`config.mk`:
```
export PLATFORM = sky130hd
export DESIGN_NAME = tbpf_snap
export DESIGN_NICKNAME = d
export VERILOG_FILES = /design/src/rtl/core/tbpf_pkg.sv /design/src/rtl/core/tbpf_snap.sv
export SDC_FILE = /design/constraint.sdc
export NUM_CORES = 1
export LEC_CHECK = 0
export BUFFER_PORTS_ARGS = -buffer_cell sky130_fd_sc_hd__buf_2
export CAP_MARGIN = 15
export CORE_MARGIN = 2
export CORE_UTILIZATION = 64
export CTS_BUF_LIST = sky130_fd_sc_hd__clkbuf_8
export CTS_CLUSTER_DIAMETER = 60
export CTS_CLUSTER_SIZE = 30
export DETAILED_ROUTE_END_ITERATION = 6
export PLACE_DENSITY = 0.89
export SYNTH_ARGS = -nofsm -noshare
export SYNTH_HDL_FRONTEND = slang
export SYNTH_SLANG_ARGS = --single-unit
```
`constraint.sdc`:
```
create_clock -name i_clk -period 5.6 [get_ports i_clk]
set_input_delay 0.84 -clock i_clk [delete_from_list [all_inputs] [get_ports i_clk]]
set_output_delay 0.84 -clock i_clk [all_outputs]
set_load 0.005 [all_outputs]
```
`src/rtl/core/tbpf_pkg.sv`:
```
// Shared types and constants for the text background pixel fetch core.
// No dependencies; imported by tbpf_snap and the top level.
package tbpf_pkg;

    localparam int CFG_IDX_W  = 3;
    localparam int CFG_DATA_W = 9;

    typedef enum logic [CFG_IDX_W-1:0] {
        CFG_SCREEN_BLOCK = 3'd0,
        CFG_CHAR_BLOCK   = 3'd1,
        CFG_SCROLL_X     = 3'd2,
        CFG_SCROLL_Y     = 3'd3,
        CFG_MAP_SIZE     = 3'd4,
        CFG_COLOR_MODE   = 3'd5,
        CFG_MOSAIC_H     = 3'd6,
        CFG_MOSAIC_V     = 3'd7
    } t_cfg_reg;

    localparam logic CMD_WRITE = 1'b0;
    localparam logic CMD_FETCH = 1'b1;

    typedef enum logic [3:0] {
        ST_IDLE,
        ST_SNAP_X,
        ST_SNAP_Y,
        ST_MAP_CALC,
        ST_MAP_WRAP_HI,
        ST_MAP_WRAP_LO,
        ST_MAP_READ,
        ST_TEX_CALC,
        ST_TEX_WRAP_HI,
        ST_TEX_WRAP_LO,
        ST_TEX_READ,
        ST_RESULT
    } t_state;

    // request into the shared mosaic divider
    typedef struct packed {
        logic       start;
        logic [7:0] value;
        logic [4:0] div;
    } t_snap_req;

    // response: value snapped down to a multiple of div
    typedef struct packed {
        logic       done;
        logic [7:0] result;
    } t_snap_rsp;

endpackage

```
`src/rtl/core/tbpf_snap.sv`:
```
// Shared restoring divider that snaps a coordinate down to a mosaic grid.
// One quotient bit per cycle for each 8-bit value. Uses tbpf_pkg.
module tbpf_snap (
    input  logic                i_clk,
    input  logic                i_rst_n,
    input  tbpf_pkg::t_snap_req i_req,
    output tbpf_pkg::t_snap_rsp o_rsp
);
    import tbpf_pkg::*;

    logic       r_busy;
    logic [2:0] r_cnt;
    logic [7:0] r_val;
    logic [7:0] r_orig;
    logic [4:0] r_rem;
    logic [4:0] r_div;
    logic       r_done;
    logic [7:0] r_res;

    logic [5:0] w_trial;
    logic       w_ge;
    logic [4:0] n_rem;

    assign w_trial = {r_rem, r_val[7]};
    assign w_ge    = w_trial >= {1'b0, r_div};
    assign n_rem   = w_ge ? 5'(w_trial - {1'b0, r_div}) : w_trial[4:0];

    always_ff @(posedge i_clk) begin
        if (!i_rst_n) begin
            r_busy <= 1'b0;
            r_done <= 1'b0;
            r_cnt  <= '0;
        end else begin
            r_done <= 1'b0;
            if (i_req.start) begin
                r_busy <= 1'b1;
                r_cnt  <= '0;
            end else if (r_busy) begin
                r_cnt <= r_cnt + 3'd1;
                if (r_cnt == 3'd7) begin
                    r_busy <= 1'b0;
                    r_done <= 1'b1;
                end
            end
        end
    end

    always_ff @(posedge i_clk) begin
        if (i_req.start) begin
            r_val  <= i_req.value;
            r_orig <= i_req.value;
            r_div  <= i_req.div;
            r_rem  <= '0;
        end else if (r_busy) begin
            r_val <= {r_val[6:0], 1'b0};
            r_rem <= n_rem;
            if (r_cnt == 3'd7) begin
                r_res <= (r_div == 5'd0) ? r_orig : r_orig - {3'b000, n_rem};
            end
        end
    end

    assign o_rsp.done   = r_done;
    assign o_rsp.result = r_res;

endmodule

```
# Word-level counts from Yosys, hierarchy flattened
# Cells that the tools add are included.
# totals
regBits	39
latchBits	0
mem_bits_rw	0
romBits	0
in_bits	16
out_inout_bits	9
elab_cells	29
mem_count	0
# op_classes
add_sub_neg	3
mul	0
div	0
order_cmp	1
eq_ne	1
shift	0
muxes	8
bitwise	3
n_reduce_logical	5
# ops
op	n
two-way mux 8 bit	3
subtractor 8 x 5 -> 8 bit	1
>= comparator 6 x 5 -> 1 bit	1
logical NOT 5 bit	1
two-way mux 5 bit	1
subtractor 5 bit	1
two-way mux 1 bit	4
adder 3 x 1 -> 3 bit, second input constant	1
== test 3 bit, second input constant	1
inverter 1 bit	3
AND reduction 3 bit	1
OR reduction 3 bit	1
nonzero test 2 bit	1
OR reduction 2 bit	1

# Logic depth before layout (Yosys ltp)
# depth
ltp_word	4
mapped_depth	18

# Least setup slack after synthesis
# No wires, ideal clock.
# synth_path
kind	reg2reg
from	reg r_val[7]
to	reg r_res[6] (data pin)
setup_ns	0.262
arrival_ns	2.981
required_time_ns	5.338
path_slack_ns	2.357
path_stages_with_launch	17
cell_sequence	edfxtp_1 > inv_1 > ha_1 > inv_1 > fa_1 > a21oi_1 > nor2_1 > nor2_2 > a21oi_1 > inv_1 > ha_1 > inv_1 > fa_1 > a21o_1 > maj3_1 > a21oi_1 > xor2_1
# synth_via
elab_chain_cells	4
# synth_rtl
item	line_no	rtl
from (decl)	tbpf_snap.sv:13	logic [7:0] r_val;
from (signal assigned)	tbpf_snap.sv:50	r_val <= i_req.value;
from (signal assigned)	tbpf_snap.sv:55	r_val <= {r_val[6:0], 1'b0};
subtractor 5 bit or >= comparator 6 x 5 -> 1 bit (tied branches)	tbpf_snap.sv:26, tbpf_snap.sv:25	
two-way mux 5 bit *	tbpf_snap.sv:26	assign n_rem = w_ge ? 5'(w_trial - {1'b0, r_div}) : w_trial[4:0];
via n_rem[0]	tbpf_snap.sv:22	logic [4:0] n_rem;
subtractor 8 x 5 -> 8 bit *	tbpf_snap.sv:58	r_res <= (r_div == 5'd0) ? r_orig : r_orig - {3'b000, n_rem};
two-way mux 8 bit *	tbpf_snap.sv:58	
to (signal assigned)	tbpf_snap.sv:58	
to (decl)	tbpf_snap.sv:18	logic [7:0] r_res;
# The timed path passes the listed nets; every way through them passes the cells marked *.
# A chain may end at the register's enable or synchronous reset.

# Worst setup path in the final report
# layout_path
from	reg r_val[7]
to	reg r_res[7] (data pin)
# layout_via
elab_chain_cells	4
# layout_rtl
item	line_no
subtractor 5 bit or >= comparator 6 x 5 -> 1 bit (tied branches)	tbpf_snap.sv:26, tbpf_snap.sv:25
two-way mux 5 bit *	tbpf_snap.sv:26
subtractor 8 x 5 -> 8 bit *	tbpf_snap.sv:58
two-way mux 8 bit *	tbpf_snap.sv:58
# Every way passes the cells marked *; elsewhere a longest branch is shown, timed or not.

==> results.yml <==
critical_path:
  max_stage_delay_ns: 0.41
  critPathRequiredTime_ns: 5.64
  path_max_fanout: 7
  cp-end-kind: "flip-flop"
  crit_chain: "inv_1, ha_1, inv_1, fa_1, a21oi_1, nor2_1, nor2_2, mux2i_1, ha_1, nand2_1, o21ai_0, o21ai_0, a21oi_1, a21oi_1, xor2_1"
  critical_path_class: "flip-flop to flip-flop"
  cp-start-kind: "flip-flop"
  critPathTopFamily: "compound AO/OA/AOI/OAI gates"
  cp_common_cell: "a21oi_1"
  reg2reg_slack_ns: 2.03
  cp_num_buf_inv: 2
  cp_data_arrival_time_ns: 3.61
  critPathSlowestCell: "edfxtp_1"
power_and_ir_drop:
  switching_power_uw: 207.8
  seqPwrFrac_pct: 49.6
  clkPwrFrac_pct: 25.0
  peakVddDrop_mv: 0.2852
  p_int_uw: 504.0
  p_comb_share_pct: 25.3
  powerDensity_nw_per_um2: 327.5
  swShare_pct: 29.20
  leakage_uw: 0.0008932
clocking:
  ctsHoldBuffers: 0
  clock_sinks: 39
  post_cts_resized: 0
  insertion_delay_ns: 0.29
  h-tree-depth: 2
  clkTransAtPathRegs_ns: 0.07
  cts_tree: "built"
  cts_made_buffers: 5
  clockRootBuffer: "clkbuf_8"
  post_cts_buffers: 0
  clock_path_buffers: 2
synth:
  yosysSeqAreaShare_pct: 54.77
  ys_ff_latch: 39
  synth.net_count: 190
  synth_cell_types: 43
  async_flop_share_pct: 0
  synth_ff_type: "edfxtp_1"
  syn_inst: 161
  synth_edf_count: 29
  syn_area_um2: 1956
  synth_area_per_cell_um2: 12.15
  yosysWarnings: 0
floorplan:
  die_w_um: 59.28
  dieHeight_um: 59.28
  dieArea_um2: 3514
  rows: 20
  start_util_pct: 65.67
  ios: 25
  core_um2: 2978
timing:
  fin_crit_ns: 3.569
  slew_headroom_pct: 53.98
  fin_skew_ns: 0.002069
  tns_ns: 0
  fmax_mhz: 280.2
  setup_viol: 0
  fin_crit_sh_pct: 63.73
  hold_ws_ns: 0.5017
  finalMaxSlewViolations: 0
  tightest_slew_ns: 0.6873
  timing_hold_violations_final: 0
  rsz0062_at_grt: "false"
global_routing:
  grt_pass1_wl_mm: 5.575
  grt.overflow.total: 0
  grt_usage_pct: 22.00
  grt_max_degree: 31
  antenna_found_initial: 0
  grt_pass1_vias: 1267
routing:
  antenna_left: 0
  drt_iter0_drc: 46
  detail_route.wl_per_cell_um: 14.91
  drcViolationCount: 0
  wl_mm: 3.281
  vias: 1306
  dr.pass1.iters: 5
  viasPerCell: 5.936
placed_design:
  gp_congestion: 0.8904
  dp.final_hpwl_mm: 2.451
  port_buffers: 24
finish:
  layout_commonest_cell: "edfxtp_1"
  layout-drive-gt1-share_pct: 23.53
  antenna_cells: 0
  area_growth_pct: 11.13
  nFillCells: 195
  fin_nets: 215
  layout_common_cells: "edfxtp_1, buf_2, a21oi_1, nor2_1, ha_1"
run:
  max_cap_violations: 0
status:
  status: "complete, no violations"
hold_path:
  hold_path_class: "flip-flop to flip-flop"
[synthesized netlist by cell type, drive strengths merged, types with 2 or more instances]
cell,count,area (µm²)
nand3,3,15.01
fa,2,40.04
and2,2,12.51
dfxtp,10,200.2
buf,3,16.26
and3b,2,17.52
nor2,13,53.80
a21oi,12,60.06
clkbuf,3,11.26
or3,2,12.51
nor3,2,15.01
o21ai,6,30.03
nand2,5,21.27
mux2,8,90.09
xnor2,2,17.52
nor2b,2,12.51
inv,10,37.54
a211oi,4,35.03
mux2i,6,60.06
ha,11,137.6
a21o,3,22.52
xor2,6,52.55
a31oi,2,12.51
edfxtp,29,870.8
[metrics by stage]
step / cell area [µm²] / power [µW] / worst slack (ns) / std cells / utilization, %
3_3_place_gp: 2090 / 529.3 / 2.214 / 212 / 70.17
2_1_floorplan: 1956 / 494.7 / 2.357 / 161 / -
3_5_place_dp: 2090 / 536.8 / 2.091 / 212 / 70.17
5_1_grt: 2173 / 749.0 / 1.822 / 220 / 72.98
6_report: 2173 / 711.9 / 2.031 / 220 / 72.98
4_1_cts: 2173 / 713.1 / 2.068 / 220 / 72.98
[path summary, 6_finish.rpt]
| path | start | endpoint | cells past startpoint |
|---|---|---|---|
| setup / recovery | r_val[7]$_DFFE_PP_ | r_res[7]$_DFFE_PP_ | 15 |
| hold / removal | r_rem[4]$_SDFFE_PP0P_ | r_rem[4]$_SDFFE_PP0P_ | 2 |
| setup reg to reg | r_val[7]$_DFFE_PP_ | r_res[7]$_DFFE_PP_ | 15 |
| hold reg to reg | r_rem[4]$_SDFFE_PP0P_ | r_rem[4]$_SDFFE_PP0P_ | 2 |
[sequential cells by signal, summed over array words and instances (netlist names)]
register and cells:
r_res 8, r_div 5, r_busy 1, r_rem 5, r_orig 8, r_done 1
r_cnt 3, r_val 8
[layer usage]
layer	vias up	part of all wire (%)	routed length, µm	track usage (%)
li1	641	-	-	-
met1	608	44	1450	28.36
met2	51	47	1550	32.50
met3	6	6.9	226	8.297
met4	0	1.6	53	11.04
met5	-	0	0	0
[power groups by stage]
stage,clock (µW),sequential [µW],combinational [µW]
2_1_floorplan,0,353,142
3_3_place_gp,0,359,171
3_5_place_dp,0,360,177
4_1_cts,181,353,179
5_1_grt,193,355,200
6_report,178,353,180
[cell type report]
cell class	instances	area [µm²]	area share, %
Inverter	10	37.54	1.727
Timing Repair Buffer	24	120.1	5.527
Multi-Input combinational cell	106	819.5	37.71
Clock buffer	5	68.82	3.166
Sequential cell	39	1071	49.28
Tap cell	33	41.29	1.900
Clock inverter	3	15.01	0.6908
[cell families after synthesis]
kind of cell | Yosys count | synth area share (%)
AOI/OAI and AO/OA | 33 | 10.81
xor gates and xnor gates | 8 | 3.583
adders and majority gates | 14 | 9.597
buffers and inverters | 16 | 3.327
DFF | 39 | 54.77
muxes | 14 | 7.678
and+or+nand+nor | 37 | 10.24
[tightest hold or removal path, delay by kind of cell (launching register included)]
family             cells  cell delay (ns)
AOI/OAI and AO/OA      1             0.05
DFF                    1             0.32
and+or+nand+nor        1             0.08
Power figures use the tool's default switching activity.
